<file path="src/design/kcd_pkg.sv">
package kcd_pkg;

  localparam int KEY_W   = 16;
  localparam int FIELD_W = 16;
  localparam int KIND_W  = 3;
  localparam int STAT_W  = 2;
  localparam int CNT_W   = 5;

  localparam logic [KIND_W-1:0] KIND_PUSH_BACK  = 3'd0;
  localparam logic [KIND_W-1:0] KIND_PUSH_FRONT = 3'd1;
  localparam logic [KIND_W-1:0] KIND_POP_FRONT  = 3'd2;
  localparam logic [KIND_W-1:0] KIND_REMOVE     = 3'd3;
  localparam logic [KIND_W-1:0] KIND_SEARCH     = 3'd4;
  localparam logic [KIND_W-1:0] KIND_NEXT       = 3'd5;

  localparam logic [STAT_W-1:0] ST_DONE  = 2'd0;
  localparam logic [STAT_W-1:0] ST_MISS  = 2'd1;
  localparam logic [STAT_W-1:0] ST_EMPTY = 2'd2;
  localparam logic [STAT_W-1:0] ST_FULL  = 2'd3;

endpackage

</file>
<file path="src/design/kcd_entry_ram.sv">
module kcd_entry_ram #(
  parameter int DEPTH = 16,
  parameter int AW    = 4,
  parameter int DW    = 48
) (
  input  logic          clk,
  input  logic          we,
  input  logic [AW-1:0] waddr,
  input  logic [DW-1:0] wdata,
  input  logic          re,
  input  logic [AW-1:0] raddr,
  output logic [DW-1:0] rdata
);

  logic [DW-1:0] mem [DEPTH];
  logic [DW-1:0] rdata_r;

  always_ff @(posedge clk) begin
    if (we) begin
      mem[waddr] <= wdata;
    end
  end

  always_ff @(posedge clk) begin
    if (re) begin
      rdata_r <= mem[raddr];
    end
  end

  assign rdata = rdata_r;

endmodule

</file>
<file path="src/design/kcd_walk_unit.sv">
module kcd_walk_unit #(
  parameter int CAPACITY = 16,
  parameter int IW       = 4,
  parameter int CW       = 5
) (
  input  logic [IW-1:0]              front,
  input  logic [CW-1:0]              pos,
  input  logic [kcd_pkg::KEY_W-1:0]  key_ref,
  input  logic [kcd_pkg::KEY_W-1:0]  key_cmp,
  output logic [IW-1:0]              slot,
  output logic                       hit
);

  logic [CW:0] sum;
  logic [CW:0] wrapped;

  // Logical position to physical slot: one add and one conditional subtract.
  always_comb begin
    sum     = (CW + 1)'(front) + (CW + 1)'(pos);
    wrapped = (sum >= (CW + 1)'(CAPACITY)) ? sum - (CW + 1)'(CAPACITY) : sum;
    slot    = wrapped[IW-1:0];
  end

  assign hit = (key_ref == key_cmp);

endmodule

</file>
<file path="src/design/kcd_seq.sv">
module kcd_seq #(
  parameter int CAPACITY = 16,
  parameter int TW       = 16,
  parameter int IW       = 4,
  parameter int CW       = 5,
  parameter int EW       = 48
) (
  input  logic                        clk,
  input  logic                        rst_n,
  input  logic                        in_valid,
  output logic                        in_ready,
  input  logic [kcd_pkg::KIND_W-1:0]  in_kind,
  input  logic [kcd_pkg::KEY_W-1:0]   in_key,
  input  logic [kcd_pkg::FIELD_W-1:0] in_name,
  input  logic [kcd_pkg::FIELD_W-1:0] in_ride,
  output logic                        out_valid,
  input  logic                        out_ready,
  output logic [kcd_pkg::STAT_W-1:0]  out_status,
  output logic [kcd_pkg::KEY_W-1:0]   out_key,
  output logic [kcd_pkg::FIELD_W-1:0] out_name,
  output logic [kcd_pkg::FIELD_W-1:0] out_ride,
  output logic [kcd_pkg::CNT_W-1:0]   out_count,
  output logic [IW-1:0]               walk_front,
  output logic [CW-1:0]               walk_pos,
  output logic [kcd_pkg::KEY_W-1:0]   walk_key_ref,
  output logic [kcd_pkg::KEY_W-1:0]   walk_key_cmp,
  input  logic [IW-1:0]               walk_slot,
  input  logic                        walk_hit,
  output logic                        ram_we,
  output logic [IW-1:0]               ram_waddr,
  output logic [EW-1:0]               ram_wdata,
  output logic                        ram_re,
  output logic [IW-1:0]               ram_raddr,
  input  logic [EW-1:0]               ram_rdata
);

  localparam logic [2:0] S_IDLE  = 3'd0;
  localparam logic [2:0] S_DEC   = 3'd1;
  localparam logic [2:0] S_SCAN  = 3'd2;
  localparam logic [2:0] S_SHIFT = 3'd3;
  localparam logic [2:0] S_NREAD = 3'd4;
  localparam logic [2:0] S_RESP  = 3'd5;

  localparam logic [CW-1:0] CAP_C  = CW'(CAPACITY);
  localparam logic [IW-1:0] LAST_C = IW'(CAPACITY - 1);

  logic [2:0]                   state_r, state_nxt;
  logic [IW-1:0]                front_r, front_nxt;
  logic [CW-1:0]                count_r, count_nxt;
  logic [kcd_pkg::KIND_W-1:0]   kind_r, kind_nxt;
  logic [kcd_pkg::KEY_W-1:0]    key_r, key_nxt;
  logic [TW-1:0]                name_r, name_nxt;
  logic [TW-1:0]                ride_r, ride_nxt;
  logic [CW-1:0]                scan_p_r, scan_p_nxt;
  logic                         cmp_v_r, cmp_v_nxt;
  logic [CW-1:0]                cmp_p_r, cmp_p_nxt;
  logic [IW-1:0]                cmp_addr_r, cmp_addr_nxt;
  logic [IW-1:0]                dst_r, dst_nxt;
  logic [IW-1:0]                src_r, src_nxt;
  logic                         sv_r, sv_nxt;
  logic [kcd_pkg::STAT_W-1:0]   res_status_r, res_status_nxt;
  logic [kcd_pkg::KEY_W-1:0]    res_key_r, res_key_nxt;
  logic [kcd_pkg::FIELD_W-1:0]  res_name_r, res_name_nxt;
  logic [kcd_pkg::FIELD_W-1:0]  res_ride_r, res_ride_nxt;
  logic                         out_valid_r, out_valid_nxt;
  logic [kcd_pkg::STAT_W-1:0]   out_status_r, out_status_nxt;
  logic [kcd_pkg::KEY_W-1:0]    out_key_r, out_key_nxt;
  logic [kcd_pkg::FIELD_W-1:0]  out_name_r, out_name_nxt;
  logic [kcd_pkg::FIELD_W-1:0]  out_ride_r, out_ride_nxt;
  logic [kcd_pkg::CNT_W-1:0]    out_count_r, out_count_nxt;

  logic [kcd_pkg::KEY_W-1:0]    rd_key;
  logic [kcd_pkg::FIELD_W-1:0]  rd_name;
  logic [kcd_pkg::FIELD_W-1:0]  rd_ride;
  logic [CW-1:0]                next_p;
  logic [IW-1:0]                front_dec;
  logic [IW-1:0]                front_inc;
  logic                         matched;

  assign rd_key  = ram_rdata[EW-1 -: kcd_pkg::KEY_W];
  assign rd_name = kcd_pkg::FIELD_W'(ram_rdata[2*TW-1:TW]);
  assign rd_ride = kcd_pkg::FIELD_W'(ram_rdata[TW-1:0]);

  assign walk_front   = front_r;
  assign walk_key_ref = key_r;
  assign walk_key_cmp = rd_key;
  assign matched      = cmp_v_r && walk_hit;

  assign next_p    = (cmp_p_r + CW'(1) == count_r) ? '0 : cmp_p_r + CW'(1);
  assign front_dec = (front_r == '0) ? LAST_C : front_r - IW'(1);
  assign front_inc = (front_r == LAST_C) ? '0 : front_r + IW'(1);

  assign in_ready   = (state_r == S_IDLE);
  assign out_valid  = out_valid_r;
  assign out_status = out_status_r;
  assign out_key    = out_key_r;
  assign out_name   = out_name_r;
  assign out_ride   = out_ride_r;
  assign out_count  = out_count_r;

  always_comb begin
    state_nxt      = state_r;
    front_nxt      = front_r;
    count_nxt      = count_r;
    kind_nxt       = kind_r;
    key_nxt        = key_r;
    name_nxt       = name_r;
    ride_nxt       = ride_r;
    scan_p_nxt     = scan_p_r;
    cmp_v_nxt      = cmp_v_r;
    cmp_p_nxt      = cmp_p_r;
    cmp_addr_nxt   = cmp_addr_r;
    dst_nxt        = dst_r;
    src_nxt        = src_r;
    sv_nxt         = sv_r;
    res_status_nxt = res_status_r;
    res_key_nxt    = res_key_r;
    res_name_nxt   = res_name_r;
    res_ride_nxt   = res_ride_r;
    out_valid_nxt  = out_valid_r;
    out_status_nxt = out_status_r;
    out_key_nxt    = out_key_r;
    out_name_nxt   = out_name_r;
    out_ride_nxt   = out_ride_r;
    out_count_nxt  = out_count_r;
    walk_pos       = scan_p_r;
    ram_we         = 1'b0;
    ram_waddr      = walk_slot;
    ram_wdata      = {key_r, name_r, ride_r};
    ram_re         = 1'b0;
    ram_raddr      = walk_slot;

    if (out_valid_r && out_ready) begin
      out_valid_nxt = 1'b0;
    end

    case (state_r)
      S_IDLE: begin
        if (in_valid) begin
          kind_nxt  = in_kind;
          key_nxt   = in_key;
          name_nxt  = in_name[TW-1:0];
          ride_nxt  = in_ride[TW-1:0];
          state_nxt = S_DEC;
        end
      end
      S_DEC: begin
        res_status_nxt = kcd_pkg::ST_DONE;
        res_key_nxt    = '0;
        res_name_nxt   = '0;
        res_ride_nxt   = '0;
        state_nxt      = S_RESP;
        case (kind_r)
          kcd_pkg::KIND_PUSH_BACK: begin
            if (count_r == CAP_C) begin
              res_status_nxt = kcd_pkg::ST_FULL;
            end else begin
              walk_pos  = count_r;
              ram_we    = 1'b1;
              ram_waddr = walk_slot;
              count_nxt = count_r + CW'(1);
            end
          end
          kcd_pkg::KIND_PUSH_FRONT: begin
            if (count_r == CAP_C) begin
              res_status_nxt = kcd_pkg::ST_FULL;
            end else begin
              ram_we    = 1'b1;
              ram_waddr = front_dec;
              front_nxt = front_dec;
              count_nxt = count_r + CW'(1);
            end
          end
          kcd_pkg::KIND_POP_FRONT: begin
            if (count_r == '0) begin
              res_status_nxt = kcd_pkg::ST_EMPTY;
            end else begin
              front_nxt = front_inc;
              count_nxt = count_r - CW'(1);
            end
          end
          kcd_pkg::KIND_REMOVE, kcd_pkg::KIND_SEARCH, kcd_pkg::KIND_NEXT: begin
            if (count_r == '0) begin
              res_status_nxt = kcd_pkg::ST_EMPTY;
            end else begin
              scan_p_nxt = '0;
              cmp_v_nxt  = 1'b0;
              state_nxt  = S_SCAN;
            end
          end
          default: begin
          end
        endcase
      end
      S_SCAN: begin
        // Reads are issued one entry ahead of the key compare.
        if (matched) begin
          cmp_v_nxt = 1'b0;
          case (kind_r)
            kcd_pkg::KIND_SEARCH: begin
              res_key_nxt  = rd_key;
              res_name_nxt = rd_name;
              res_ride_nxt = rd_ride;
              state_nxt    = S_RESP;
            end
            kcd_pkg::KIND_NEXT: begin
              walk_pos  = next_p;
              ram_re    = 1'b1;
              ram_raddr = walk_slot;
              state_nxt = S_NREAD;
            end
            default: begin
              dst_nxt    = cmp_addr_r;
              scan_p_nxt = cmp_p_r + CW'(1);
              sv_nxt     = 1'b0;
              state_nxt  = S_SHIFT;
            end
          endcase
        end else if (scan_p_r < count_r) begin
          walk_pos     = scan_p_r;
          ram_re       = 1'b1;
          ram_raddr    = walk_slot;
          cmp_v_nxt    = 1'b1;
          cmp_p_nxt    = scan_p_r;
          cmp_addr_nxt = walk_slot;
          scan_p_nxt   = scan_p_r + CW'(1);
        end else begin
          cmp_v_nxt = 1'b0;
          if (!cmp_v_r) begin
            res_status_nxt = kcd_pkg::ST_MISS;
            state_nxt      = S_RESP;
          end
        end
      end
      S_SHIFT: begin
        // Each later entry moves one place toward the front.
        if (sv_r) begin
          ram_we    = 1'b1;
          ram_waddr = dst_r;
          ram_wdata = ram_rdata;
          dst_nxt   = src_r;
        end
        if (scan_p_r < count_r) begin
          walk_pos   = scan_p_r;
          ram_re     = 1'b1;
          ram_raddr  = walk_slot;
          src_nxt    = walk_slot;
          sv_nxt     = 1'b1;
          scan_p_nxt = scan_p_r + CW'(1);
        end else begin
          sv_nxt = 1'b0;
          if (!sv_r) begin
            count_nxt = count_r - CW'(1);
            state_nxt = S_RESP;
          end
        end
      end
      S_NREAD: begin
        res_key_nxt  = rd_key;
        res_name_nxt = rd_name;
        res_ride_nxt = rd_ride;
        state_nxt    = S_RESP;
      end
      S_RESP: begin
        if (!out_valid_r || out_ready) begin
          out_valid_nxt  = 1'b1;
          out_status_nxt = res_status_r;
          out_key_nxt    = res_key_r;
          out_name_nxt   = res_name_r;
          out_ride_nxt   = res_ride_r;
          out_count_nxt  = kcd_pkg::CNT_W'(count_r);
          state_nxt      = S_IDLE;
        end
      end
      default: begin
        state_nxt = S_IDLE;
      end
    endcase
  end

  always_ff @(posedge clk) begin
    if (!rst_n) begin
      state_r     <= S_IDLE;
      front_r     <= '0;
      count_r     <= '0;
      cmp_v_r     <= 1'b0;
      sv_r        <= 1'b0;
      out_valid_r <= 1'b0;
    end else begin
      state_r     <= state_nxt;
      front_r     <= front_nxt;
      count_r     <= count_nxt;
      cmp_v_r     <= cmp_v_nxt;
      sv_r        <= sv_nxt;
      out_valid_r <= out_valid_nxt;
    end
  end

  always_ff @(posedge clk) begin
    kind_r       <= kind_nxt;
    key_r        <= key_nxt;
    name_r       <= name_nxt;
    ride_r       <= ride_nxt;
    scan_p_r     <= scan_p_nxt;
    cmp_p_r      <= cmp_p_nxt;
    cmp_addr_r   <= cmp_addr_nxt;
    dst_r        <= dst_nxt;
    src_r        <= src_nxt;
    res_status_r <= res_status_nxt;
    res_key_r    <= res_key_nxt;
    res_name_r   <= res_name_nxt;
    res_ride_r   <= res_ride_nxt;
    out_status_r <= out_status_nxt;
    out_key_r    <= out_key_nxt;
    out_name_r   <= out_name_nxt;
    out_ride_r   <= out_ride_nxt;
    out_count_r  <= out_count_nxt;
  end

endmodule

</file>
<file path="src/design/keyed_circular_deque_unit.sv">
// Push, pop, empty and ignored requests go through decode and the response state only.
// Search and next scan from the front to the match; next then reads the entry after it, wrapping.
// Remove scans to the match, then shifts every later entry toward the front; a miss scans all N entries.
// Throughput: one request at a time; in_tready returns in the same cycle a result is presented.
// Reset (rst_n low, synchronous) empties the ring; the entry RAM itself is not cleared.
module keyed_circular_deque_unit #(
  parameter int CAPACITY = 16,
  parameter int TAG_BITS = 16
) (
  input  logic        clk,
  input  logic        rst_n,
  input  logic        in_tvalid,
  output logic        in_tready,
  input  logic [47:0] in_tdata,  // key[15:0], name_tag[31:16], ride_tag[47:32]
  input  logic [2:0]  in_tuser,  // kind[2:0]
  output logic        out_tvalid,
  input  logic        out_tready,
  output logic [55:0] out_tdata, // found_key, found_name, found_ride, entry_count, zero fill
  output logic [1:0]  out_tuser  // status[1:0]
);

  localparam int TW = (TAG_BITS < kcd_pkg::FIELD_W) ? TAG_BITS : kcd_pkg::FIELD_W;
  localparam int IW = (CAPACITY > 1) ? $clog2(CAPACITY) : 1;
  localparam int CW = $clog2(CAPACITY + 1);
  localparam int EW = kcd_pkg::KEY_W + 2 * TW;

  logic [kcd_pkg::STAT_W-1:0]  res_status;
  logic [kcd_pkg::KEY_W-1:0]   res_key;
  logic [kcd_pkg::FIELD_W-1:0] res_name;
  logic [kcd_pkg::FIELD_W-1:0] res_ride;
  logic [kcd_pkg::CNT_W-1:0]   res_count;
  logic [IW-1:0]               walk_front;
  logic [CW-1:0]               walk_pos;
  logic [kcd_pkg::KEY_W-1:0]   walk_key_ref;
  logic [kcd_pkg::KEY_W-1:0]   walk_key_cmp;
  logic [IW-1:0]               walk_slot;
  logic                        walk_hit;
  logic                        ram_we;
  logic [IW-1:0]               ram_waddr;
  logic [EW-1:0]               ram_wdata;
  logic                        ram_re;
  logic [IW-1:0]               ram_raddr;
  logic [EW-1:0]               ram_rdata;

  kcd_entry_ram #(
    .DEPTH(CAPACITY),
    .AW   (IW),
    .DW   (EW)
  ) u_ram (
    .clk  (clk),
    .we   (ram_we),
    .waddr(ram_waddr),
    .wdata(ram_wdata),
    .re   (ram_re),
    .raddr(ram_raddr),
    .rdata(ram_rdata)
  );

  kcd_walk_unit #(
    .CAPACITY(CAPACITY),
    .IW      (IW),
    .CW      (CW)
  ) u_walk (
    .front  (walk_front),
    .pos    (walk_pos),
    .key_ref(walk_key_ref),
    .key_cmp(walk_key_cmp),
    .slot   (walk_slot),
    .hit    (walk_hit)
  );

  kcd_seq #(
    .CAPACITY(CAPACITY),
    .TW      (TW),
    .IW      (IW),
    .CW      (CW),
    .EW      (EW)
  ) u_seq (
    .clk         (clk),
    .rst_n       (rst_n),
    .in_valid    (in_tvalid),
    .in_ready    (in_tready),
    .in_kind     (in_tuser),
    .in_key      (in_tdata[15:0]),
    .in_name     (in_tdata[31:16]),
    .in_ride     (in_tdata[47:32]),
    .out_valid   (out_tvalid),
    .out_ready   (out_tready),
    .out_status  (res_status),
    .out_key     (res_key),
    .out_name    (res_name),
    .out_ride    (res_ride),
    .out_count   (res_count),
    .walk_front  (walk_front),
    .walk_pos    (walk_pos),
    .walk_key_ref(walk_key_ref),
    .walk_key_cmp(walk_key_cmp),
    .walk_slot   (walk_slot),
    .walk_hit    (walk_hit),
    .ram_we      (ram_we),
    .ram_waddr   (ram_waddr),
    .ram_wdata   (ram_wdata),
    .ram_re      (ram_re),
    .ram_raddr   (ram_raddr),
    .ram_rdata   (ram_rdata)
  );

  assign out_tdata = {3'b000, res_count, res_ride, res_name, res_key};
  assign out_tuser = res_status;

endmodule

</file>
<file path="config.mk">
export PLATFORM = sky130hd
export DESIGN_NAME = keyed_circular_deque_unit
export DESIGN_NICKNAME = d
export VERILOG_FILES = /design/src/design/kcd_pkg.sv /design/src/design/kcd_entry_ram.sv /design/src/design/kcd_walk_unit.sv /design/src/design/kcd_seq.sv /design/src/design/keyed_circular_deque_unit.sv
export SDC_FILE = /design/constraint.sdc
export NUM_CORES = 1
export LEC_CHECK = 0
export ABC_AREA = 0
export BUFFER_PORTS_ARGS = -buffer_cell sky130_fd_sc_hd__buf_2
export CAP_MARGIN = 20
export CORE_MARGIN = 5
export CORE_UTILIZATION = 30
export DETAILED_ROUTE_END_ITERATION = 10
export PLACE_DENSITY = 0.45
export SLEW_MARGIN = 30
export SYNTH_ARGS = -nofsm -noshare
export SYNTH_HDL_FRONTEND = slang
export SYNTH_HIERARCHICAL = 1
export SYNTH_SLANG_ARGS = --single-unit
export TNS_END_PERCENT = 50
</file>
<file path="constraint.sdc">
create_clock -name clk -period 9.26 [get_ports clk]
set_input_delay 0.926 -clock clk [delete_from_list [all_inputs] [get_ports clk]]
set_output_delay 0.926 -clock clk [all_outputs]
set_load 0.05 [all_outputs]
</file>
# Yosys cells after proc, flatten, opt, wreduce, memory -nomap -nowiden
# Memories as Yosys holds them, arrays and structs flattened. A register that Yosys moved wholly into a read port is not among the register bits.
# Cells that the tools add are included.
# W data, S select, Z words.
op_classes:
  n_mux: 81
  n_bitwise: 1
  n_reduce_logical: 31
  n_lt_le_gt_ge: 2
  n_addsub: 8
  eq_ne: 35
op_table:
  columns: ["cell", "count"]
  rows:
  - ["$pmux W16 S3", 3]
  - ["$mux W16", 6]
  - ["$mux W48", 2]
  - ["$mux W5", 14]
  - ["$mux W4", 11]
  - ["$pmux W5 S2", 3]
  - ["$mux W3", 9]
  - ["$pmux W4 S2", 3]
  - ["$ne A2 B2 Y1 const B", 11]
  - ["$pmux W3 S6", 1]
  - ["$eq A16 B16 Y1", 1]
  - ["$mux W1", 16]
  - ["$reduce_and A4 Y1", 4]
  - ["$add A5 B1 Y5 const B", 3]
  - ["$ne A3 B3 Y1 const B", 5]
  - ["$pmux W5 S3", 1]
  - ["$eq A3 B2 Y1 const B", 4]
  - ["$eq A3 B3 Y1 const B", 4]
  - ["$reduce_and A3 Y1", 4]
  - ["$reduce_and A6 Y1", 2]
  - ["$mux W2", 5]
  - ["$ne A2 B1 Y1 const B", 4]
  - ["$pmux W1 S2", 4]
  - ["$pmux W2 S2", 2]
  - ["other kinds (25)", 36]
totals:
  out_inout_bits: 60
  mem_bits_rw: 768
  regBits: 193
  inputBits: 55
  n_memories: 1
  elab_cells: 183
memory_table:
  columns: ["memory", "depth", "width", "read_ports", "rd_ports_with_merged_regs", "write_ports", "line", "source"]
  rows:
  - ["u_ram.mem", 16, 48, 1, 1, 1, "kcd_entry_ram.sv:15", "logic [DW-1:0] mem [DEPTH];"]

# Depth between registers and ports, before layout
# Gate-level depths: netlist (run 1).
logic_depth:
  ltp_word: 12
  ltp_mapped: 19
  ltp_nobuf: 16

# By module
# Netlist (run 1), hierarchy kept.
by_module_without_submodules:
  columns: ["mod", "cells_per_inst", "seq_area_each_um2", "n_inst", "area_per_inst_um2"]
  rows:
  - ["kcd_entry_ram", 1242, 24503.5, 1, 30171.4]
  - ["kcd_seq", 584, 5645.4, 1, 8529.4]
  - ["kcd_walk_unit", 34, 0.0, 1, 289.0]
  - ["keyed_circular_deque_unit", 4, 0.0, 1, 26.3]

# Least setup slack after synthesis (run 1)
# No wires, ideal clock.
synth_path:
  kind: "register to register"
  startpoint: "register u_ram.rdata_r[37] (netlist: u_ram/rdata[37]) (read register of u_ram.mem)"
  endpoint: "memory u_ram.mem[12][0], enable pin"
  required_ns: 8.747
  arrival_ns: 6.952
  period_less_slack_ns: 7.464
  setup_slack_ns: 1.796
  setup_ns: 0.513
  stages_incl_launch_ff: 18
  cell_sequence: "edfxtp_1 buf_4 xnor2_1 nand4_1 nor4_2 nand2_1 nor3_1 nand3_1 a21o_1 o221ai_1 ha_1 inv_1 fa_1 xnor2_1 mux2i_1 a221oi_1 nand3_1 nor3_1"
synth_between:
  elab_chain_len: 10
synth_lines:
  columns: ["element", "line", "source"]
  rows:
  - ["start: declaration", "kcd_entry_ram.sv:16", "logic [DW-1:0] rdata_r;"]
  - ["$eq A16 B16 Y1 (*)", "kcd_walk_unit.sv:24", "assign hit = (key_ref == key_cmp);"]
  - ["via walk_hit", "keyed_circular_deque_unit.sv:37", "logic walk_hit;"]
  - ["$logic_and A1 B1 Y1 (*)", "kcd_seq.sv:87", "assign matched = cmp_v_r && walk_hit;"]
  - ["$mux W5 (*)", "kcd_seq.sv:197", "if (matched) begin"]
  - ["$pmux W5 S2 (*)", "kcd_seq.sv:137", "case (state_r)"]
  - ["via walk_pos[0]", "keyed_circular_deque_unit.sv:33", "logic [CW-1:0] walk_pos;"]
  - ["$add A4 B5 Y6 (*)", "kcd_walk_unit.sv:19", "sum = (CW + 1)'(front) + (CW + 1)'(pos);"]
  - ["$ge A6 B5 Y1 / $sub A4 B1 Y4 (equally long branches)", "kcd_walk_unit.sv:20", "wrapped = (sum >= (CW + 1)'(CAPACITY)) ? sum - (CW + 1)'(CAPACITY) : sum;"]
  - ["$mux W4 (*)", "kcd_walk_unit.sv:20", null]
  - ["via walk_slot[2]", "keyed_circular_deque_unit.sv:36", "logic [IW-1:0] walk_slot;"]
  - ["$mux W4", "kcd_seq.sv:165", "if (count_r == CAP_C) begin"]
  - ["$mux W4", null, null]
  - ["$pmux W4 S2 (*)", "kcd_seq.sv:137", null]
  - ["via ram_waddr[2]", "keyed_circular_deque_unit.sv:39", "logic [IW-1:0] ram_waddr;"]
  - ["end: declaration", "kcd_entry_ram.sv:15", null]
# The timed path passes the listed nets; every way through them passes the cells marked *.

# Final worst setup path (run 1)
layout_path:
  startpoint: "register u_ram.rdata_r[36] (netlist: u_ram/rdata[36]) (read register of u_ram.mem)"
  endpoint: "memory u_ram.mem[15][4], enable pin"
# The elaborated chain is that of the path after synthesis.

==> impl_metrics.json, run 1 <==
{
  "most_used_cells_in_the_layout_excluding_fill_and_tap_cells": "sky130_fd_sc_hd__edfxtp_1, sky130_fd_sc_hd__mux4_2, sky130_fd_sc_hd__clkbuf_16",
  "finalWirelength_um": 95600,
  "path_class": "reg -> reg",
  "cp.arrival_ns": 7.50,
  "worst_setup_path_start_kind": "flip-flop",
  "regToRegSetupSlack_ns": 2.11,
  "clk-insertion-delay-late_ns": 0.70,
  "grt_antenna_before_repair": 5,
  "max_fanout_on_critical_path": 84,
  "worst_voltage_drop_across_the_vdd_grid_mv": 0.171,
  "routed_via_count": 18478,
  "setup_viol_count_final": 0,
  "hold_class": "in -> reg",
  "crit_path_buf_inv_count": 4,
  "clock-root-buffer": "sky130_fd_sc_hd__clkbuf_16",
  "crit_path_cell_trace": "xnor2_1 > nand4_1 > nor4_2 > nand2_1 > nor3_1 > nand3_1 > a21o_1 > o221ai_1 > ha_4 > inv_1 > fa_1 > inv_6 > a21oi_1 > a221oi_1 > clkbuf_2 > nand2_1 > nor2_4 > buf_4",
  "status": "finished clean",
  "fill_cells": 12028,
  "dp_hpwl_um": 52600,
  "row_count": 132,
  "tritoncts_clock_tree": "done",
  "post-cts-setup-buffer-count": 0,
  "syn_area_um2": 39000,
  "fin_crit_ns": 7.15,
  "cts_sinks": 1009,
  "worst_setup_hold_path_clk_slew_ns": 0.06,
  "grt_use_total_pct": 13.9,
  "largest_register_ffs": 768,
  "worstRegToRegCells": 18,
  "cts_made_buffers": 110,
  "chipHeight_um": 371,
  "port_buffers": 111,
  "power_leakage_nw": 14.2,
  "htree_levels": 3,
  "setup_repair_after_global_routing_missed_its_margin": "false",
  "path_delay_family": "simple AND/OR/NAND/NOR gates",
  "finalWeightedCongestion": 0.777,
  "multiInputGateArea_um2": 8350,
  "wire_length_of_the_first_global_routing_pass_um": 140000,
  "worst_slew_margin_rel_pct": 33.7,
  "holdPathStages": 1,
  "syn_inst": 1860,
  "p_int_w": 0.00889,
  "max_clock_freq_ghz": 0.140,
  "initial_core_util_pct": 30.2,
  "slew_viols_final": 0,
  "critPathSlowestCell": "sky130_fd_sc_hd__inv_6",
  "cts_buffer_depth": 3,
  "layout.area.seq_um2": 30100,
  "reg_with_most_ffs": "u_ram/mem",
  "syn_area_per_cell_um2": 21.0,
  "power.share.clock_pct": 33.7,
  "gr-total-overflow": 0,
  "fraction_of_the_cycle_the_final_worst_path_needs_pct": 77.2,
  "worst_hold_path.endpoint": "u_seq/ride_r[14]$_DFFE_PP_",
  "total_power_w": 0.0124,
  "power.density_cell_area_nw_per_um2": 274,
  "via_per_inst": 4.81,
  "remaining_antenna_violation_count_after_routing": 0,
  "io_pins": 115,
  "power.share.sequential_pct": 45.1,
  "area_growth_pct": 15.8,
  "crit_top_cell": "sky130_fd_sc_hd__nand2_1",
  "core_footprint_um2": 129000,
  "routed_wire_per_std_cell_um": 24.9,
  "cap_viol_max_count": 0,
  "fp.dieW_um": 371,
  "required_time_at_the_worst_slack_endpoint_ns": 9.60,
  "crit_path_end_kind": "flip-flop",
  "first_iter_violations": 1422,
  "power.switching_w": 0.00350,
  "die_footprint_um2": 137000,
  "combinationalPowerShare_pct": 21.1,
  "worst_slew_pin_slew_ns": 0.995,
  "drcViolationCount": 0,
  "drtPass1Iterations": 6,
  "final-hold-violation-count": 0,
  "hold_slack_ns": 0.400,
  "proportion_of_total_power_due_to_net_switching_pct": 28.3,
  "synth-warning-count": 6,
  "timing.critical_path.slowest_cell_delay_ns": 0.70,
  "setup_total_negative_slack_ns": 0,
  "hold_start": "in_tdata[46]",
  "finalClockSkew_ns": 0.0253,
  "cts_resized": 0,
  "regToRegEndpoint": "u_ram/mem[15][4]$_DFFE_PP_",
  "first_global_vias": 19931,
  "rr_startpoint": "u_ram/rdata[36]$_DFFE_PP_",
  "grt_max_degree": 85,
  "most_common_cell_after_layout_fill_and_taps_aside": "sky130_fd_sc_hd__edfxtp_1",
  "cts_hold_buffers": 0,
  "layout-drive-gt1-share_pct": 28.1,
  "final_nets": 2080
}
-- per-stage QoR --
stage	std cells	instance area (um2)	utilization [%]	worst slack [ns]
floorplan	1862	39000	-	1.81
global placement	3636	41600	32.2	1.95
detailed placement	3638	41600	32.2	1.75
CTS	3838	45100	34.9	1.74
global route	3841	45100	34.9	1.71
finish	3842	45100	34.9	2.11
-- power groups by stage --
| stage | Clock [W] | Sequential (W) | Combinational (W) |
|---|---|---|---|
| global route | 0.00453 | 0.00561 | 0.00285 |
| global placement | 0 | 0.00568 | 0.00268 |
| detailed placement | 0 | 0.00569 | 0.00270 |
| CTS | 0.00434 | 0.00560 | 0.00271 |
| floorplan | 0 | 0.00571 | 0.00177 |
| finish | 0.00418 | 0.00559 | 0.00262 |
-- cell type report --
type | instances | share of cell area (%)
Sequential cell | 1009 | 66.8
Tap cell | 1742 | 4.83
Multi-Input combinational cell | 719 | 18.5
Clock inverter | 64 | 1.18
Antenna cell | 1 | 0.00554
Inverter | 19 | 0.169
Timing Repair Buffer | 152 | 2.12
Clock buffer | 136 | 6.41
-- worst max-delay path by stage --
| stage | startpoint | end | slack (ns) | cells after the start |
|---|---|---|---|---|
| 2_1_floorplan | u_ram/rdata[37]$_DFFE_PP_ | u_ram/mem[12][0]$_DFFE_PP_ | 1.81 | 17 |
| 3_3_place_gp | u_ram/rdata[35]$_DFFE_PP_ | u_ram/mem[15][26]$_DFFE_PP_ | 1.95 | 17 |
| 3_5_place_dp | u_ram/rdata[35]$_DFFE_PP_ | u_ram/mem[15][22]$_DFFE_PP_ | 1.75 | 17 |
| 4_1_cts | u_ram/rdata[36]$_DFFE_PP_ | u_ram/mem[15][0]$_DFFE_PP_ | 1.74 | 17 |
| 5_1_grt | u_ram/rdata[36]$_DFFE_PP_ | u_ram/mem[15][22]$_DFFE_PP_ | 1.71 | 18 |
| 6_report | u_ram/rdata[36]$_DFFE_PP_ | u_ram/mem[15][4]$_DFFE_PP_ | 2.11 | 18 |
-- layer usage --
metal	global-route usage [%]	routed length, um
met3	2.31	3950
met1	19.2	43200
met5	0	0
met2	22.8	46100
met4	3.86	2370
Note: power is estimated with default switching activity, not from simulation.
==> inputs of run 2 (changes only) <==
Clock period 9.26 ns to 6.69 ns, I/O delays scaled along.
==> impl_metrics.json, run 2 (synthesized netlist as in run 1, its figures left out) <==
{
  "initial_core_util_pct": 30.2,
  "most_used_cells_in_the_layout_excluding_fill_and_tap_cells": "sky130_fd_sc_hd__edfxtp_1, sky130_fd_sc_hd__mux4_2, sky130_fd_sc_hd__clkbuf_16",
  "drtPass1Iterations": 5,
  "finalWeightedCongestion": 0.779,
  "final_nets": 2094,
  "status": "finished clean",
  "fill_cells": 12063,
  "via_per_inst": 4.80,
  "cts_hold_buffers": 0,
  "regToRegEndpoint": "u_ram/mem[8][21]$_DFFE_PP_",
  "fin_crit_ns": 6.06,
  "path_class": "reg -> reg",
  "max_clock_freq_ghz": 0.165,
  "finalClockSkew_ns": 0.0274,
  "routed_wire_per_std_cell_um": 24.0,
  "cap_viol_max_count": 0,
  "most_common_cell_after_layout_fill_and_taps_aside": "sky130_fd_sc_hd__edfxtp_1",
  "worst_voltage_drop_across_the_vdd_grid_mv": 0.257,
  "drcViolationCount": 0,
  "holdPathStages": 1,
  "htree_levels": 3,
  "first_iter_violations": 1218,
  "layout-drive-gt1-share_pct": 28.5,
  "cts_made_buffers": 110,
  "rr_startpoint": "u_ram/rdata[32]$_DFFE_PP_",
  "post-cts-setup-buffer-count": 0,
  "max_fanout_on_critical_path": 28,
  "reg_with_most_ffs": "u_ram/mem",
  "largest_register_ffs": 768,
  "power_leakage_nw": 14.2,
  "row_count": 132,
  "antennaDiodeCount": 0,
  "grt_antenna_before_repair": 3,
  "regToRegSetupSlack_ns": 0.63,
  "power.density_cell_area_nw_per_um2": 378,
  "finalWirelength_um": 92100,
  "remaining_antenna_violation_count_after_routing": 0,
  "core_footprint_um2": 129000,
  "grt_use_total_pct": 13.4,
  "fraction_of_the_cycle_the_final_worst_path_needs_pct": 90.6,
  "routed_via_count": 18430,
  "required_time_at_the_worst_slack_endpoint_ns": 7.02,
  "die_footprint_um2": 137000,
  "total_power_w": 0.0171,
  "wire_length_of_the_first_global_routing_pass_um": 136000,
  "port_buffers": 111,
  "slew_viols_final": 0,
  "cts_resized": 0,
  "gr-total-overflow": 0,
  "setup_repair_after_global_routing_missed_its_margin": "false",
  "tritoncts_clock_tree": "done",
  "worst_setup_hold_path_clk_slew_ns": 0.07,
  "clock-root-buffer": "sky130_fd_sc_hd__clkbuf_16",
  "chipHeight_um": 371,
  "worst_setup_path_start_kind": "flip-flop",
  "capture_point_of_the_worst_path": "u_ram/mem[8][21]$_DFFE_PP_",
  "grt_max_degree": 108,
  "worst_slew_pin_slew_ns": 0.945,
  "first_global_vias": 19853,
  "io_pins": 115,
  "worstRegToRegCells": 18,
  "setup_viol_count_final": 0,
  "fin_cells": 3843,
  "dp_hpwl_um": 53000,
  "area_growth_pct": 16.0,
  "clk-insertion-delay-late_ns": 0.71,
  "place.detailed.instances": 3655,
  "hold_class": "in -> reg",
  "final-hold-violation-count": 0,
  "fp.dieW_um": 371,
  "cts_sinks": 1009,
  "cp.arrival_ns": 6.39,
  "timing.critical_path.from": "u_ram/rdata[32]$_DFFE_PP_",
  "cts_buffer_depth": 3,
  "worst_slew_margin_rel_pct": 37.0,
  "crit_path_end_kind": "flip-flop"
}
[run 2: where the power goes]
part | switching [W] | internal, W
registers | 0.000132 | 0.00761
clock network | 0.00241 | 0.00326
logic | 0.00227 | 0.00141
total | 0.00481 | 0.0123
[run 2: worst min path at each step]
stage | start | endpoint | slack [ns]
5_1_grt | in_tdata[35] | u_seq/ride_r[3]$_DFFE_PP_ | 0.07
4_1_cts | in_tdata[35] | u_seq/ride_r[3]$_DFFE_PP_ | 0.05
2_1_floorplan | u_seq/res_key_r[0]$_SDFFCE_PN0P_ | u_seq/out_key[0]$_DFFE_PP_ | 0.40
6_report | in_tdata[35] | u_seq/ride_r[3]$_DFFE_PP_ | 0.13
3_5_place_dp | u_seq/res_key_r[6]$_SDFFCE_PN0P_ | u_seq/out_key[6]$_DFFE_PP_ | 0.40
3_3_place_gp | u_seq/res_ride_r[5]$_SDFFCE_PN0P_ | u_seq/out_ride[5]$_DFFE_PP_ | 0.40
[run 2: cell type report]
type	count	area, um2	area share [%]
Sequential cell	1009	30100	66.7
Clock inverter	54	434	0.960
Clock buffer	134	2890	6.38
Multi-Input combinational cell	719	8350	18.5
Tap cell	1742	2180	4.82
Timing Repair Buffer	166	1150	2.55
Inverter	19	76.3	0.169
[run 2: metrics by stage]
| step | hold WS (ns) | util (%) | setup TNS (ns) | instance area [um2] | setup slack [ns] |
|---|---|---|---|---|---|
| 2_1_floorplan | 0.400 | - | -65.05 | 39000 | -0.693 |
| 3_3_place_gp | 0.404 | 32.4 | 0 | 41900 | 0.692 |
| 3_5_place_dp | 0.405 | 32.4 | 0 | 41900 | 0.414 |
| 4_1_cts | 0.0501 | 35.0 | 0 | 45200 | 0.400 |
| 5_1_grt | 0.0701 | 35.0 | 0 | 45200 | 0.154 |
| 6_report | 0.129 | 35.0 | 0 | 45200 | 0.629 |
[run 2: metal layers]
metal  share of wire (%)  vias up  routed length (um)  global-route usage [%]
met5                   0        -                   0                       0
met4                 1.8        0                1680                    3.49
met3                 4.2      120                3890                    2.32
met2                  49      407               45000                    22.2
met1                  45     9929               41600                    18.4
li1                    -     7974                   -                       -
[run 2: critical path: stages, from the launching register on]
cell	delay, ns
sky130_fd_sc_hd__edfxtp_1	0.42
sky130_fd_sc_hd__xnor2_1	0.24
sky130_fd_sc_hd__nand4_1	0.27
sky130_fd_sc_hd__nor4_2	0.44
sky130_fd_sc_hd__buf_4	0.21
sky130_fd_sc_hd__nand2_1	0.14
sky130_fd_sc_hd__nor3_1	0.36
sky130_fd_sc_hd__nand3_1	0.15
sky130_fd_sc_hd__a21o_1	0.23
sky130_fd_sc_hd__o221ai_1	0.25
sky130_fd_sc_hd__ha_1	0.29
sky130_fd_sc_hd__a21o_1	0.16
sky130_fd_sc_hd__a21oi_1	0.23
sky130_fd_sc_hd__xnor2_2	0.29
sky130_fd_sc_hd__mux2i_1	0.18
sky130_fd_sc_hd__a221oi_1	0.60
sky130_fd_sc_hd__nand3b_1	0.44
sky130_fd_sc_hd__nor3_2	0.27
sky130_fd_sc_hd__buf_4	0.50
